--- config.mk ---
export PLATFORM = sky130hd
export DESIGN_NAME = calendar_seconds_difference
export DESIGN_NICKNAME = d
export VERILOG_FILES = /design/src/sv/csd_pkg.sv /design/src/sv/csd_front.sv /design/src/sv/csd_scale.sv /design/src/sv/calendar_seconds_difference.sv
export SDC_FILE = /design/constraint.sdc
export NUM_CORES = 1
export LEC_CHECK = 0
export BUFFER_PORTS_ARGS = -buffer_cell sky130_fd_sc_hd__buf_2
export CAP_MARGIN = 20
export CORE_MARGIN = 2
export CORE_UTILIZATION = 55
export CTS_BUF_LIST = sky130_fd_sc_hd__clkbuf_4 sky130_fd_sc_hd__clkbuf_8 sky130_fd_sc_hd__clkbuf_16
export CTS_CLUSTER_DIAMETER = 30
export CTS_CLUSTER_SIZE = 16
export DETAILED_ROUTE_END_ITERATION = 8
export MAX_ROUTING_LAYER = met4
export PLACE_DENSITY = 0.81
export SLEW_MARGIN = 0
export SYNTH_ARGS = -nofsm -noshare
export SYNTH_HDL_FRONTEND = slang
export SYNTH_HIERARCHICAL = 1
export SYNTH_SLANG_ARGS = --single-unit
export TNS_END_PERCENT = 20
--- constraint.sdc ---
create_clock -name clk -period 15.3 [get_ports clk]
set_clock_uncertainty 0.15 [all_clocks]
set_input_delay 3.06 -clock clk [delete_from_list [all_inputs] [get_ports clk]]
set_output_delay 3.06 -clock clk [all_outputs]
set_load 0.03 [all_outputs]
--- src/sv/csd_pkg.sv ---
package csd_pkg;

    localparam int YEAR_W   = 7;
    localparam int MONTH_W  = 4;
    localparam int DAY_W    = 5;
    localparam int HOUR_W   = 5;
    localparam int MINUTE_W = 6;
    localparam int SECOND_W = 6;
    localparam int DIFF_W   = 32;

    // Day count since 2000-01-01 fits 16 bits for any 7-bit year.
    localparam int DCOUNT_W = 16;
    // Seconds of day fit 17 bits even for out-of-range hour and minute codes.
    localparam int TOD_W    = 17;
    localparam int DDIFF_W  = DCOUNT_W + 1;
    localparam int TDIFF_W  = TOD_W + 1;
    localparam int SCALE_W  = 18;
    localparam int PROD_W   = DDIFF_W + SCALE_W;
    localparam int SUM_W    = PROD_W + 1;

    localparam int NUM_STAGES = 4;

    localparam logic [8:0]  DAYS_PER_YEAR      = 9'd365;
    localparam logic [16:0] SECONDS_PER_DAY    = 17'd86400;
    localparam logic [11:0] SECONDS_PER_HOUR   = 12'd3600;
    localparam logic [5:0]  SECONDS_PER_MINUTE = 6'd60;
    localparam logic [3:0]  LAST_MONTH         = 4'd12;

    localparam logic [8:0] CUM_COMMON [0:11] = '{
        9'd0, 9'd31, 9'd59, 9'd90, 9'd120, 9'd151,
        9'd181, 9'd212, 9'd243, 9'd273, 9'd304, 9'd334
    };
    localparam logic [8:0] CUM_LEAP [0:11] = '{
        9'd0, 9'd31, 9'd60, 9'd91, 9'd121, 9'd152,
        9'd182, 9'd213, 9'd244, 9'd274, 9'd305, 9'd335
    };

    typedef struct packed {
        logic signed [DDIFF_W-1:0] day_diff;
        logic signed [TDIFF_W-1:0] tod_diff;
        logic                      earlier;
    } csd_delta_t;

    // Days from 2000-01-01; month codes outside 1..12 clamp to January or December.
    function automatic logic [DCOUNT_W-1:0] day_count(
        input logic [YEAR_W-1:0]  year,
        input logic [MONTH_W-1:0] month,
        input logic [DAY_W-1:0]   day
    );
        logic [3:0]          idx;
        logic [8:0]          prior_days;
        logic [YEAR_W:0]     leap_sum;
        logic [DCOUNT_W-1:0] year_days;
        if (month == '0)
            idx = 4'd0;
        else if (month > LAST_MONTH)
            idx = 4'd11;
        else
            idx = month - 4'd1;
        prior_days = (year[1:0] == 2'b00) ? CUM_LEAP[idx] : CUM_COMMON[idx];
        leap_sum   = {1'b0, year} + 8'd3;
        year_days  = DCOUNT_W'({9'd0, year} * {7'd0, DAYS_PER_YEAR});
        return year_days + DCOUNT_W'(leap_sum >> 2) + DCOUNT_W'(prior_days)
             + DCOUNT_W'(day);
    endfunction

    function automatic logic [TOD_W-1:0] time_of_day(
        input logic [HOUR_W-1:0]   hour,
        input logic [MINUTE_W-1:0] minute,
        input logic [SECOND_W-1:0] second
    );
        logic [TOD_W-1:0] h_part;
        logic [TOD_W-1:0] m_part;
        h_part = TOD_W'({12'd0, hour} * {5'd0, SECONDS_PER_HOUR});
        m_part = TOD_W'({6'd0, minute} * {6'd0, SECONDS_PER_MINUTE});
        return h_part + m_part + TOD_W'(second);
    endfunction

endpackage

--- src/sv/csd_front.sv ---
module csd_front (
    input  logic                           clk,
    input  logic                           en,
    input  logic [csd_pkg::YEAR_W-1:0]     from_year,
    input  logic [csd_pkg::MONTH_W-1:0]    from_month,
    input  logic [csd_pkg::DAY_W-1:0]      from_day,
    input  logic [csd_pkg::HOUR_W-1:0]     from_hour,
    input  logic [csd_pkg::MINUTE_W-1:0]   from_minute,
    input  logic [csd_pkg::SECOND_W-1:0]   from_second,
    input  logic [csd_pkg::YEAR_W-1:0]     to_year,
    input  logic [csd_pkg::MONTH_W-1:0]    to_month,
    input  logic [csd_pkg::DAY_W-1:0]      to_day,
    input  logic [csd_pkg::HOUR_W-1:0]     to_hour,
    input  logic [csd_pkg::MINUTE_W-1:0]   to_minute,
    input  logic [csd_pkg::SECOND_W-1:0]   to_second,
    output csd_pkg::csd_delta_t            delta
);

    // Stage 1: day counts, seconds of day and the order test.
    logic [csd_pkg::DCOUNT_W-1:0] dc_from_reg, dc_from_next;
    logic [csd_pkg::DCOUNT_W-1:0] dc_to_reg, dc_to_next;
    logic [csd_pkg::TOD_W-1:0]    tod_from_reg, tod_from_next;
    logic [csd_pkg::TOD_W-1:0]    tod_to_reg, tod_to_next;
    logic                         earlier_reg, earlier_next;
    // Stage 2: differences.
    csd_pkg::csd_delta_t          delta_reg, delta_next;

    always_comb
    begin
        dc_from_next  = csd_pkg::day_count(from_year, from_month, from_day);
        dc_to_next    = csd_pkg::day_count(to_year, to_month, to_day);
        tod_from_next = csd_pkg::time_of_day(from_hour, from_minute, from_second);
        tod_to_next   = csd_pkg::time_of_day(to_hour, to_minute, to_second);
        // With fixed field widths a lexicographic compare is a compare of the concatenation.
        earlier_next  = {from_year, from_month, from_day, from_hour, from_minute, from_second}
                      < {to_year, to_month, to_day, to_hour, to_minute, to_second};
    end

    always_comb
    begin
        delta_next.day_diff = $signed({1'b0, dc_to_reg}) - $signed({1'b0, dc_from_reg});
        delta_next.tod_diff = $signed({1'b0, tod_to_reg}) - $signed({1'b0, tod_from_reg});
        delta_next.earlier  = earlier_reg;
    end

    always_ff @(posedge clk)
    begin
        if (en)
        begin
            dc_from_reg  <= dc_from_next;
            dc_to_reg    <= dc_to_next;
            tod_from_reg <= tod_from_next;
            tod_to_reg   <= tod_to_next;
            earlier_reg  <= earlier_next;
            delta_reg    <= delta_next;
        end
    end

    assign delta = delta_reg;

endmodule

--- src/sv/csd_scale.sv ---
module csd_scale (
    input  logic                          clk,
    input  logic                          en,
    input  csd_pkg::csd_delta_t           delta,
    output logic [csd_pkg::DIFF_W-1:0]    diff_seconds
);

    // Stage 3: day difference scaled to seconds.
    logic signed [csd_pkg::PROD_W-1:0]  prod_reg, prod_next;
    logic signed [csd_pkg::TDIFF_W-1:0] tod_diff_reg;
    logic                               earlier_reg;
    // Stage 4: sum and clamp.
    logic [csd_pkg::DIFF_W-1:0]         diff_reg, diff_next;
    logic signed [csd_pkg::SUM_W-1:0]   sum;

    localparam logic signed [csd_pkg::SCALE_W-1:0] DAY_SCALE =
        $signed({1'b0, csd_pkg::SECONDS_PER_DAY});
    localparam logic signed [csd_pkg::SUM_W-1:0] DIFF_MAX =
        $signed({{(csd_pkg::SUM_W-csd_pkg::DIFF_W){1'b0}}, {csd_pkg::DIFF_W{1'b1}}});

    assign prod_next = csd_pkg::PROD_W'(delta.day_diff) * csd_pkg::PROD_W'(DAY_SCALE);

    always_comb
    begin
        sum = csd_pkg::SUM_W'(prod_reg) + csd_pkg::SUM_W'(tod_diff_reg);
        priority if (!earlier_reg || sum < 0)
            diff_next = '0;
        else if (sum > DIFF_MAX)
            diff_next = '1;
        else
            diff_next = sum[csd_pkg::DIFF_W-1:0];
    end

    always_ff @(posedge clk)
    begin
        if (en)
        begin
            prod_reg     <= prod_next;
            tod_diff_reg <= delta.tod_diff;
            earlier_reg  <= delta.earlier;
            diff_reg     <= diff_next;
        end
    end

    assign diff_seconds = diff_reg;

endmodule

--- src/sv/calendar_seconds_difference.sv ---
// Seconds between two calendar timestamps with years 2000 to 2099.
// The input channel (in_valid, in_ready) carries one item: a start and an end
// timestamp as year offset, month, day, hour, minute and second fields.
// The output channel (out_valid, out_ready) returns one item per input item:
// diff_seconds, the seconds from start to end, or zero when the start is not
// earlier than the end.
// out_valid rises once an accepted item reaches the last of the four register
// stages; throughput is one item per cycle while the receiver does not stall.
// The four register stages are: day counts and order test, differences, the
// multiply by 86400, and the final add with clamping.
// The last stage is the output register.
// While the receiver stalls with an item pending, the whole pipeline holds
// and in_ready is low; no item is lost or repeated. Items in flight keep
// moving while in_ready is high, so a new item can enter as one leaves.
// Reset clears all stage valid bits; the pipeline is empty after reset and
// in_ready is high.
module calendar_seconds_difference (
    input  logic                           clk,
    input  logic                           rst_n,
    input  logic                           in_valid,
    output logic                           in_ready,
    input  logic [csd_pkg::YEAR_W-1:0]     from_year,
    input  logic [csd_pkg::MONTH_W-1:0]    from_month,
    input  logic [csd_pkg::DAY_W-1:0]      from_day,
    input  logic [csd_pkg::HOUR_W-1:0]     from_hour,
    input  logic [csd_pkg::MINUTE_W-1:0]   from_minute,
    input  logic [csd_pkg::SECOND_W-1:0]   from_second,
    input  logic [csd_pkg::YEAR_W-1:0]     to_year,
    input  logic [csd_pkg::MONTH_W-1:0]    to_month,
    input  logic [csd_pkg::DAY_W-1:0]      to_day,
    input  logic [csd_pkg::HOUR_W-1:0]     to_hour,
    input  logic [csd_pkg::MINUTE_W-1:0]   to_minute,
    input  logic [csd_pkg::SECOND_W-1:0]   to_second,
    output logic                           out_valid,
    input  logic                           out_ready,
    output logic [csd_pkg::DIFF_W-1:0]     diff_seconds
);

    logic [csd_pkg::NUM_STAGES-1:0] valid_reg, valid_next;
    logic                           en;
    csd_pkg::csd_delta_t            delta;

    // The pipeline only halts when the output register holds an item not yet taken.
    assign en        = !(valid_reg[csd_pkg::NUM_STAGES-1] && !out_ready);
    assign in_ready  = en;
    assign out_valid = valid_reg[csd_pkg::NUM_STAGES-1];

    always_comb
    begin
        if (en)
            valid_next = {valid_reg[csd_pkg::NUM_STAGES-2:0], in_valid};
        else
            valid_next = valid_reg;
    end

    always_ff @(posedge clk or negedge rst_n)
    begin
        if (!rst_n)
            valid_reg <= '0;
        else
            valid_reg <= valid_next;
    end

    csd_front u_front (
        .clk         (clk),
        .en          (en),
        .from_year   (from_year),
        .from_month  (from_month),
        .from_day    (from_day),
        .from_hour   (from_hour),
        .from_minute (from_minute),
        .from_second (from_second),
        .to_year     (to_year),
        .to_month    (to_month),
        .to_day      (to_day),
        .to_hour     (to_hour),
        .to_minute   (to_minute),
        .to_second   (to_second),
        .delta       (delta)
    );

    csd_scale u_scale (
        .clk          (clk),
        .en           (en),
        .delta        (delta),
        .diff_seconds (diff_seconds)
    );

    a_stall_holds: assert property (@(posedge clk) disable iff (!rst_n)
        out_valid && !out_ready |=> $stable(valid_reg))
        else $error("stage valid bits changed during a stall");

    a_valid_shift: assert property (@(posedge clk) disable iff (!rst_n)
        !(out_valid && !out_ready) |=>
            valid_reg[csd_pkg::NUM_STAGES-1:1] == $past(valid_reg[csd_pkg::NUM_STAGES-2:0]))
        else $error("stage valid bits did not advance");

    a_accept_enters: assert property (@(posedge clk) disable iff (!rst_n)
        in_valid && in_ready |=> valid_reg[0])
        else $error("accepted item did not enter the first stage");

    a_ready_low_pending: assert property (@(posedge clk) disable iff (!rst_n)
        !in_ready |-> out_valid && !out_ready)
        else $error("input blocked without a pending result");

endmodule

# After elaboration in Yosys (flattened, before gate mapping)
# Memories as Yosys holds them, arrays and structs flattened.
# Index checks and enable logic that the tools add are counted.
dict set report totals {
  regBits 186
  mem_bits_ro 576
  inputBits 70
  out_inout_bits 34
  word_cells 74
  memories 4
}
# name words word_bits rd rd_clocked_by_memory_dff write_ports line_no
set memory_table {}
lappend memory_table {{(name not given)} 16 9 1 0 0 csd_pkg.sv:60} ;# prior_days = (year[1:0] == 2'b00) ? CUM_LEAP[idx] : CUM_COMMON[idx];
lappend memory_table {{(name not given)} 16 9 1 0 0 csd_pkg.sv:60}
lappend memory_table {{(name not given)} 16 9 1 0 0 csd_pkg.sv:60}
lappend memory_table {{(name not given)} 16 9 1 0 0 csd_pkg.sv:60}
dict set report op_classes {
  add_sub_neg 17
  n_mul 7
  order_cmp 7
  muxes 15
  n_bitwise 2
  n_reduce_logical 9
}
# operator count
set ops {}
lappend ops {{two-way mux 9 bit} 10}
lappend ops {{adder 35 x 18 -> 36 bit} 1}
lappend ops {{> comparator 36 x 33 -> 1 bit (second input constant)} 1}
lappend ops {{< comparator 36 x 1 -> 1 bit (second input constant)} 1}
lappend ops {{adder 17 x 12 -> 17 bit} 2}
lappend ops {{adder 17 x 6 -> 17 bit} 2}
lappend ops {{< comparator 33 bit} 1}
lappend ops {{adder 16 x 5 -> 16 bit} 2}
lappend ops {{adder 16 x 6 -> 16 bit} 2}
lappend ops {{adder 16 x 9 -> 16 bit} 2}
lappend ops {{multiplier 7 x 9 -> 16 bit (second input constant)} 2}
lappend ops {{two-way mux 32 bit} 1}
lappend ops {{multiplier 17 x 11 -> 28 bit (second input constant)} 1}
lappend ops {{multiplier 5 x 8 -> 13 bit (second input constant)} 2}
lappend ops {{multiplier 6 x 4 -> 10 bit (second input constant)} 2}
lappend ops {{subtractor 17 x 17 -> 18 bit} 1}
lappend ops {{subtractor 16 x 16 -> 17 bit} 1}
lappend ops {{adder 7 x 2 -> 8 bit (second input constant)} 2}
lappend ops {{two-way mux 4 bit} 4}
lappend ops {{greater-or-equal comparator 5 bit (second input constant)} 2}
lappend ops {{inverter 4 -> 5 bit} 2}
lappend ops {{> comparator 4 bit (second input constant)} 2}
lappend ops {{logical NOT 4 bit} 2}
lappend ops {{subtractor 4 x 1 -> 4 bit (second input constant)} 2}
lappend ops {{4 further kinds} 7}

# Logic depth before layout (Yosys ltp)
# Gate-level depths: netlist of the first run.
dict set report depth {
  depth_word 10
  ltp_mapped 25
  ltp_nobuf 25
}

# Hierarchy
# The synthesis of the first run kept the hierarchy.
# module n_inst cells_each area_each_um2 seq_area_each_um2
set by_module_without_submodules {}
lappend by_module_without_submodules {csd_front 1 1375 13511.7 3093.0}
lappend by_module_without_submodules {csd_scale 1 694 7327.0 2372.3}
lappend by_module_without_submodules {calendar_seconds_difference 1 9 166.4 100.1}

# Worst setup path before layout of the first run
# OpenSTA, ideal clock, no wires.
dict set report synth_path {
  path_kind {input port to flip-flop}
  from {in from_month[0] (netlist name)}
  to {reg u_front/dc_from_reg[13] (netlist name), data pin}
  setup_ns 0.135
  t_arrival_ns 8.623
  required_ns 15.015
  setup_slack_ns 6.392
  path_stages 23
  n_path_buf 1
  cell_sequence {inv_1 -> ha_1 -> clkbuf_1 -> nor2_1 -> o21ai_0 -> inv_1 -> ha_1 -> and2_1 -> or2_2 -> fa_1 -> ha_1 -> ha_1 -> fa_1 -> inv_1 -> fa_1 -> inv_1 -> ha_1 -> nor2b_1 -> o31a_1 -> o41a_1 -> a41o_1 -> or4_1 -> nand3_1}
}
dict set report synth_between {
  elab_chain_len 10
  elab_cells_between_ends 15
  classes_between {add/sub: 3; order compare: 1; mux: 7; bitwise: 1; reduce/logical: 1; memory: 2}
}
# element line_no
set synth_rtl {}
lappend synth_rtl {{start, declared} calendar_seconds_difference.sv:23} ;# input logic [csd_pkg::MONTH_W-1:0] from_month,
lappend synth_rtl {{subtractor 4 x 1 -> 4 bit / > comparator 4 bit (equally long branches)} {csd_pkg.sv:59, csd_pkg.sv:56}}
lappend synth_rtl {{two-way mux 4 bit} csd_pkg.sv:56} ;# else if (month > LAST_MONTH)
lappend synth_rtl {{two-way mux 4 bit *} csd_pkg.sv:54} ;# if (month == '0)
lappend synth_rtl {{inverter 4 -> 5 bit (not written as such) *} csd_pkg.sv:60}
lappend synth_rtl {{memory read (16 x 9 bit)} --}
lappend synth_rtl {{two-way mux 9 bit (not written as such) (2 in series)} csd_pkg.sv:60}
lappend synth_rtl {{two-way mux 9 bit *} csd_pkg.sv:60}
lappend synth_rtl {{adder 16 x 9 -> 16 bit *} csd_pkg.sv:63} ;# return year_days + DCOUNT_W'(leap_sum >> 2) + DCOUNT_W'(prior_days)
lappend synth_rtl {{adder 16 x 5 -> 16 bit *} csd_pkg.sv:64} ;# + DCOUNT_W'(day);
lappend synth_rtl {{named net u_front.dc_from_next (one bit)} csd_front.sv:20} ;# logic [csd_pkg::DCOUNT_W-1:0] dc_from_reg, dc_from_next;
lappend synth_rtl {{end signal, assigned} csd_front.sv:50} ;# dc_from_reg <= dc_from_next;
lappend synth_rtl {{end, declared} csd_front.sv:20}
# Mark *: on every way through the listed nets, which the timed path passes. The rest lies on a longest branch. The select of a mux whose other input is x is not followed.
# A chain may end at the register's enable or synchronous reset.

# Worst setup path after layout of the first run
# Same ends and word-level chain as after synthesis.

==> results of run 1 <==
==> metrics by stage <==
stage                     hold slack [ps]  cells  setup WS (ps)  utilization  instance area, um^2
after floorplan                     250.3   2078           6392            -                21010
after global placement              251.7   2675           5923       0.5866                22090
after detailed placement            258.3   2675           5780       0.5866                22090
after CTS                           277.7   2707           6228       0.6027                22700
after global routing                281.4   2708           5855       0.6035                22730
final                               275.6   2708           6204       0.6035                22730
==> worst register-to-register path, stage by stage (launching register included) <==
cell and delay [ps]:
edfxtp_1 510, ha_1 350, ha_1 300, fa_1 530
inv_1 50, fa_1 510, fa_1 540, inv_1 40
ha_1 360, a21o_1 180, a21oi_1 210, o21ai_0 110
a21oi_1 220, o31ai_1 170, a41oi_1 340, a21oi_1 150
or4_1 410, nand4_1 80
==> cell type report <==
cell class | instances | area share
clock buffer | 17 | 0.01872
clock inverter | 15 | 0.008037
inverter | 369 | 0.06093
multi-input combinational | 1502 | 0.6141
sequential | 186 | 0.2448
tap | 511 | 0.02813
timing repair buffer | 108 | 0.02521
==> routing by layer <==
metal,up-vias,share of wire
li1,7500,-
met1,7134,0.44
met2,347,0.50
met3,71,0.036
met4,0,0.022
met5,-,0
==> layout by cell type (no fill, tap or decap), types with 11 or more instances in the layout <==
cell / Yosys / final
clkbuf_16: 0 / 17
nand2_1: 82 / 82
nor2b_1: 15 / 15
buf_2: 6 / 103
xnor2_1: 92 / 92
nand4_1: 19 / 19
ha_1: 402 / 402
xor2_1: 49 / 49
o21ai_0: 77 / 77
o31ai_1: 11 / 11
a31oi_1: 38 / 38
a21oi_1: 131 / 131
fa_1: 140 / 140
nor3_1: 28 / 28
a21o_1: 38 / 38
nand3_1: 23 / 23
o21a_1: 41 / 41
nand2b_1: 19 / 19
o21bai_1: 16 / 16
edfxtp_1: 182 / 182
nor2_1: 103 / 103
inv_1: 369 / 369
==> how the worst min path moves through the flow <==
stage                              from                       to  slack, ps  cells past startpoint
floorplan           u_front/earlier_reg         u_front/delta[0]        250                      0
global placement       u_front/delta[1]  u_scale/tod_diff_reg[0]        250                      0
detailed placement     u_front/delta[6]  u_scale/tod_diff_reg[5]        260                      0
CTS                    u_front/delta[1]  u_scale/tod_diff_reg[0]        280                      0
global route           u_front/delta[8]  u_scale/tod_diff_reg[7]        280                      0
finish                 u_front/delta[1]  u_scale/tod_diff_reg[0]        280                      0
==> cell families after synthesis <==
kind of cell,count (synthesis),share of synthesized area
AOI/OAI and AO/OA,458,0.1440
xor gates and xnor gates,141,0.05879
adders and majority gates,542,0.3729
buffers and inverters,390,0.07047
DFF,186,0.2650
muxes,12,0.006969
and+or+nand+nor,349,0.08196
==> metrics.txt, run 1 <==
core area=37670 um^2; Initial Util=0.5577; Buf+Inv Stages, Crit Path=6; CP top delay family=adder cells; Die ar.=39770 um^2; HPWL Detailed=34400 um; reg-to-reg slack, setup=9940 ps; Cell Rows=71; Hold Crit Class=reg2reg; Post-route DRC=0; max-slew violation count=0; CP max FO=7; CTS tree=done; max cap viols=0; top cells by area, synth=edfxtp_1 (26%), ha_1 (24%), fa_1 (13%); Worst Setup Start Kind=primary input; Setup Buffers After CTS=0; NumNets Final=2796; worst-skew pair later-pin latency=450 ps; CP Capture Type=flip-flop; layout cell share with drive strength beyond 1=0.07920; first-pass GRT wire length=68480 um; largest net degree at the start of global routing=93; Syn Inst Count=2078; io pins=104; Crit. path cell count=25; Reg2Reg Launch Point=u_front/delta[23]; outcome=finished, final reports clean; Final setup viols=0; r2r worst-path depth=17; Worst Path Arrival=9270 ps; Post-Route WL=41480 um; Slew headroom=0.4608; Tot GR Track Use=0.2189; Most used DFF post-synth=edfxtp_1; Max Buffers Root-to-Sink=2; 1st-pass router iterations=5; hold_buf cts=0; Mean Syn Cell Area=10.11 um^2; Die W=199.4 um; RD Place Congestion=0.9092; vias in the first global route=14.86k; DR WL/cell=15.32 um; CTS buffer count=17; Worst Max-Slew Pin Slew=808.8 ps; vias=15.05k; final-layout fill cell count=3063; Mapped Area=21010 um^2; CTS H-tree depth=4; post-synthesis register bit count=186; post-synth top area cell=edfxtp_1; multi-input logic area=13960 um^2; most common cell in the netlist=ha_1; YS warnings=6; Setup Total Neg Slack=0 ps; Final Hold Vio Count=0; syn_nets=2690; Final period util=0.5945; FFs w/ async S/R, synth=0.02151; initial antenna violation count=0; CP required=15470 ps; crit path capture=u_front/dc_from_reg[13]; Post-DRT Antenna Nets=0; CP startpoint=from_month[0]; FF+latch area=5565 um^2; port buffer count=103; synth cell count leaders=ha_1 (402), inv_1 (369), edfxtp_1 (182), fa_1 (140), a21oi_1 (131); RSZ-0062 raised after global routing=false; chip height=199.4 um; Vias/cell=5.558; Top Usage Layer GRT=met2; Synth cell types=85; WS Path Type=in2reg; met3 GRT Util=0.02667; clock root buffer=clkbuf_16; global routing usage on met2=0.3865; total grt overflow=0; area grow syn2layout=8.214%; Global Route met1 Usage=0.2639; Tmin final=9096 ps; worst stage delay on the critical path=520 ps; EDFF count, synth=182; CTS clk-pin slew, worst paths=80 ps; max FFs per register=36; # resized after CTS=0; register area share after synthesis=0.2650; Crit-path slowest cell=fa_1; initial DRC count=764; Synth top area share=0.2602; ANT cells=0; Clock Sinks=186; highest clock rate=109.9 MHz; reg2reg end=u_scale/prod_reg[34]
Power of run 1 is left out: the tool's default activity adds up to more than one toggle a clock period on the data nets, which glitch-free logic cannot reach.
==> run 2, diff against run 1 <==
--- a/config.mk
+++ b/config.mk
@@ -14,7 +14,7 @@
 export CTS_CLUSTER_SIZE = 16
 export DETAILED_ROUTE_END_ITERATION = 8
 export MAX_ROUTING_LAYER = met4
-export PLACE_DENSITY = 0.81
+export PLACE_DENSITY = 0.84
 export SLEW_MARGIN = 0
 export SYNTH_ARGS = -nofsm -noshare
 export SYNTH_HDL_FRONTEND = slang
==> constraint.sdc (replaced) <==
create_clock -name clk -period 8.3 [get_ports clk]
set_clock_uncertainty 0.15 [all_clocks]
set_input_delay 1.66 -clock clk [delete_from_list [all_inputs] [get_ports clk]]
set_output_delay 1.66 -clock clk [all_outputs]
set_load 0.03 [all_outputs]
==> metrics.txt, run 2 (synthesis results as in run 1) <==
outcome=finished, final reports clean; Post-route DRC=0 (unchanged); Tmin final=7795 ps; most frequent cells in the layout=ha_1 (402), inv_1 (369), edfxtp_1 (182); Core Util, Final=0.6036 (about the same); io pins=104 (unchanged); clock root buffer=clkbuf_16; Initial Util=0.5577 (unchanged); Worst Max-Slew Pin Slew=785.3 ps (-23.49 ps); Post-Route WL=41130 um (-0.84%); Setup Total Neg Slack=0 ps (unchanged); max-slew violation count=0 (unchanged); Max Buffers Root-to-Sink=2 (unchanged); 1st-pass router iterations=5 (unchanged); DR WL/cell=15.19 um (-0.84%); chip height=199.4 um (unchanged); final-layout fill cell count=3053 (-0.33%); commonest non-fill, non-tap cell in the layout=ha_1; FF+latch area=5565 um^2 (unchanged); worst-skew pair later-pin latency=450 ps (about the same); RD Place Congestion=0.9274 (+2.0%); hold_buf cts=0 (unchanged); WS Path Type=in2reg; ANT cells=0 (unchanged); CTS tree=done; NumNets Final=2796 (unchanged); highest clock rate=128.3 MHz; initial antenna violation count=0 (unchanged); CP max FO=7 (unchanged); layout cell share with drive strength beyond 1=0.07920 (unchanged); vias in the first global route=15.13k (+1.8%); port buffer count=103 (unchanged); Hold Crit Class=reg2reg; Placement Setup Slack=107.4 ps (-5672 ps); total grt overflow=0 (unchanged); RSZ-0062 raised after global routing=false; Clock Sinks=186 (unchanged); multi-input logic area=13960 um^2 (unchanged); Tot GR Track Use=0.2188 (about the same); max cap viols=0 (unchanged); Die ar.=39770 um^2 (unchanged); Final Hold Vio Count=0 (unchanged); Cell Rows=71 (unchanged); Worst Setup Start Kind=primary input; area grow syn2layout=8.238% (about the same); Post-DRT Antenna Nets=0 (unchanged); filler-free cell count of the finished design=2708 (unchanged); Final setup viols=0 (unchanged); Setup Buffers After CTS=0 (unchanged); initial DRC count=803 (+5.1%); Worst Path Arrival=7960 ps (-1310 ps); first-pass GRT wire length=68910 um (+0.62%); CTS clk-pin slew, worst paths=80 ps (about the same); Final period util=0.9392; final setup margin=504.7 ps (-5700 ps); Slew headroom=0.4765 (+0.01566); max FFs per register=36 (unchanged); core area=37670 um^2 (unchanged); CTS H-tree depth=4 (unchanged); vias=14.95k (-0.69%); HPWL Detailed=34110 um (-0.83%); CP Capture Type=flip-flop; Die W=199.4 um (unchanged); Vias/cell=5.520 (-0.69%); # resized after CTS=0 (unchanged); CP required=8470 ps (-7000 ps); CTS buffer count=17 (unchanged); Placed Cells=2675 (unchanged); largest net degree at the start of global routing=94 (+1.1%)
==> run 2: cell count changes in the layout (fill, tap and decap cells not counted), sizes merged <==
cell / delta
clkinvlp: -1
inv: -3
clkinv: +4
==> run 2: per-stage QoR <==
step	hold slack [ps]	area [um^2]
floorplan	250.3	21010
global placement	251.8	22090
detailed placement	254.5	22090
CTS	270.2	22710
global route	274.3	22740
finish	271.5	22740
==> run 2: final timing paths <==
kind                              startpoint                       to  slack (ps)  cells after the start
setup / recovery               from_month[0]  u_front/dc_from_reg[13]         500                     25
hold / removal              u_front/delta[7]  u_scale/tod_diff_reg[6]         270                      0
setup reg to reg           u_front/delta[23]     u_scale/prod_reg[34]        2890                     17
hold reg to reg             u_front/delta[7]  u_scale/tod_diff_reg[6]         270                      0
max in group asynchronous              rst_n             valid_reg[0]        7030                      1
min in group asynchronous              rst_n             valid_reg[3]         850                      1
==> run 2: worst max-delay path, stage by stage <==
cell,delay [ps]
buf_2,140
inv_1,70
ha_1,240
nor2b_1,230
nor2_1,80
o21ai_0,410
inv_1,160
ha_1,260
and2_1,170
o41ai_1,460
fa_1,500
inv_1,80
ha_1,240
ha_1,280
inv_1,50
fa_1,450
fa_1,510
inv_1,40
ha_1,340
nor2b_1,160
o31a_1,270
o41a_1,350
a41o_1,300
or4_1,400
nand3_1,90
==> run 2: layout make-up <==
class,instances,share of cell area
tap,511,0.02812
sequential,186,0.2448
inverter,369,0.06092
clock inverter,15,0.008255
clock buffer,17,0.01871
multi-input combinational,1502,0.6140
timing repair buffer,108,0.02520
==> run 2: per-layer routing <==
layer / wire length [um] / share of wire / up-vias / GRT usage
met3: 1345 / 0.033 / 59 / 0.02363
met2: 21060 / 0.51 / 324 / 0.3961
met5: 0 / 0 / - / -
li1: - / - / 7488 / -
met1: 17900 / 0.44 / 7077 / 0.2583
met4: 818 / 0.020 / 0 / 0.06008
Power of run 2 is left out for the same reason.
==> run 3, diff against run 2 <==
--- a/config.mk
+++ b/config.mk
@@ -18,6 +18,5 @@
 export SLEW_MARGIN = 0
 export SYNTH_ARGS = -nofsm -noshare
 export SYNTH_HDL_FRONTEND = slang
-export SYNTH_HIERARCHICAL = 1
 export SYNTH_SLANG_ARGS = --single-unit
 export TNS_END_PERCENT = 20
==> metrics.txt, run 3 <==
outcome=finished, final reports clean; post-synthesis register bit count=186 (unchanged); max FFs per register=36 (unchanged); hold_sp=u_front.delta[2]; Setup Buffers After CTS=0 (unchanged); final-layout fill cell count=2960 (-3.0%); Clock Sinks=186 (unchanged); Die ar.=39670 um^2 (-0.26%); RD Place Congestion=0.9195 (-0.85%); # resized after CTS=0 (unchanged); CTS buffer count=17 (unchanged); WS Path Type=in2reg; CP Capture Type=flip-flop; Syn Inst Count=2074 (-0.19%); core area=37580 um^2 (-0.24%); hold_buf cts=0 (unchanged); initial DRC count=713 (-11%); NumNets Final=2803 (+0.25%); syn_nets=2689 (-0.037%); chip height=199.2 um (-0.13%); Reg2Reg Launch Point=u_front.delta[29]; initial antenna violation count=2 (+2); area grow syn2layout=8.355%; vias in the first global route=15.33k (+1.3%); Cell Rows=71 (unchanged); worst-skew pair later-pin latency=440 ps (about the same); Top Usage Layer GRT=met2; Crit-path slowest cell=o41ai_1; YS warnings=0 (-6); Final setup viols=0 (unchanged); commonest non-fill, non-tap cell in the layout=ha_1; Post-route DRC=0 (unchanged); io pins=104 (unchanged); clock root buffer=clkbuf_16; Die W=199.2 um (-0.13%); Mean Syn Cell Area=10.10 um^2 (about the same); worst stage delay on the critical path=530 ps (+20 ps); Post-Route WL=42920 um (+4.4%); Global Route met1 Usage=0.2742 (+0.01596); DR WL/cell=15.82 um (+4.1%); Tot GR Track Use=0.2300 (+0.01118); CTS H-tree depth=4 (unchanged); Most used DFF post-synth=edfxtp_1; max-slew violation count=0 (unchanged); layout cell share with drive strength beyond 1=0.07769 (-0.001507); Mapped Area=20950 um^2 (-0.26%); synth cell count leaders=ha_1 (405), inv_1 (395), edfxtp_1 (182), fa_1 (140), a21oi_1 (134); most frequent cells in the layout=ha_1 (405), inv_1 (395), edfxtp_1 (182); highest clock rate=132.8 MHz (+3.5%); FFs w/ async S/R, synth=0.02151 (unchanged); Worst Path Arrival=7650 ps (-310 ps); HPWL Detailed=35560 um (+4.2%); critical path's most frequent cell=inv_1; Final period util=0.9075 (-0.03171); Synth cell types=69 (-19%); CTS clk-pin slew, worst paths=70 ps (about the same); first-pass GRT wire length=71530 um (+3.8%); EDFF count, synth=182 (unchanged); 1st-pass router iterations=5 (unchanged); Worst Setup Start Kind=primary input; Buf+Inv Stages, Crit Path=6 (unchanged); post-synth top area cell=edfxtp_1; CP required=8420 ps (-50 ps); total grt overflow=0 (unchanged); port buffer count=103 (unchanged); Setup Total Neg Slack=0 ps (unchanged); Hold Crit Class=reg2reg; Synth top area share=0.2609 (+0.0006837); Max Buffers Root-to-Sink=2 (unchanged); Post-DRT Antenna Nets=0 (unchanged); CTS tree=done; vias=15.19k (+1.6%); Tmin final=7532 ps (-263.2 ps); FF+latch area=5565 um^2 (unchanged); CP top delay family=adder cells; max cap viols=0 (unchanged); Worst Max-Slew Pin Slew=965.3 ps (+180.0 ps); register area share after synthesis=0.2656 (+0.0006962); CP startpoint=from_month[0]; Vias/cell=5.596 (+1.4%); Initial Util=0.5575 (about the same); largest net degree at the start of global routing=81 (-14%); CP max FO=6 (-1); Slew headroom=0.3565 (-0.1200); Final Hold Vio Count=0 (unchanged); most common cell in the netlist=ha_1; RSZ-0062 raised after global routing=false; multi-input logic area=13850 um^2 (-0.79%); met3 GRT Util=0.02734 (+0.003713); global routing usage on met2=0.4016 (+0.005549); top cells by area, synth=edfxtp_1 (26%), ha_1 (24%), fa_1 (13%); Hold Slack=266.9 ps (-4.595 ps)
==> run 3: kinds of logic (layout without fill, tap and decap cells) <==
kind of cell,Yosys count,count (layout),share of synthesized area
muxes,10,10,0.005076
and+or+nand+nor,345,345,0.08349
other,0,2,0
DFF,186,186,0.2656
buffers and inverters,408,535,0.07364
adders and majority gates,545,545,0.3757
xor gates and xnor gates,140,140,0.05853
AOI/OAI and AO/OA,440,440,0.1380
==> run 3: metal layers <==
layer  vias up  routed length (um)
met5         -                   0
met4         0                1317
met3       100                1927
met2       424               21300
met1      7188               18380
li1       7475                   -
==> run 3: area by class of cell <==
cell class | instances | area share
Multi-Input combinational cell | 1480 | 0.6101
Sequential cell | 186 | 0.2452
Inverter | 395 | 0.06531
Tap cell | 511 | 0.02817
Timing Repair Buffer | 108 | 0.02436
Clock buffer | 19 | 0.01968
Clock inverter | 13 | 0.007000
Antenna cell | 2 | 0.0002205
==> run 3: worst register-to-register path, stage by stage, from the launching register on <==
cell,delay [ps]
edfxtp_1,510
ha_1,330
ha_1,280
inv_1,60
fa_1,530
inv_1,50
fa_1,500
fa_1,490
ha_1,380
a21o_1,220
a211o_1,330
a211oi_1,480
o311a_1,320
a211oi_1,110
o31a_1,310
o21ai_1,150
xnor2_1,80
==> run 3: through the flow <==
stage | instance area [um^2] | util | cells | worst slack [ps]
finish | 22700 | 0.6041 | 2714 | 767.8
global route | 22700 | 0.6041 | 2714 | 411.6
CTS | 22700 | 0.6040 | 2712 | 789.9
detailed placement | 22090 | 0.5879 | 2680 | 349.5
global placement | 22090 | 0.5879 | 2680 | 558.1
floorplan | 20950 | - | 2074 | 162.0
==> run 3: path summary, 6_finish.rpt <==
| check | depth (start not counted) | slack (ps) | endpoint |
|---|---|---|---|
| setup / recovery | 26 | 770 | u_front.dc_from_reg[15] |
| hold / removal | 0 | 270 | u_scale.tod_diff_reg[1] |
| setup reg to reg | 16 | 2780 | u_scale.prod_reg[34] |
| hold reg to reg | 0 | 270 | u_scale.tod_diff_reg[1] |
| max in group asynchronous | 1 | 7020 | valid_reg[2] |
| min in group asynchronous | 1 | 860 | valid_reg[3] |
Power of run 3 is left out for the same reason.
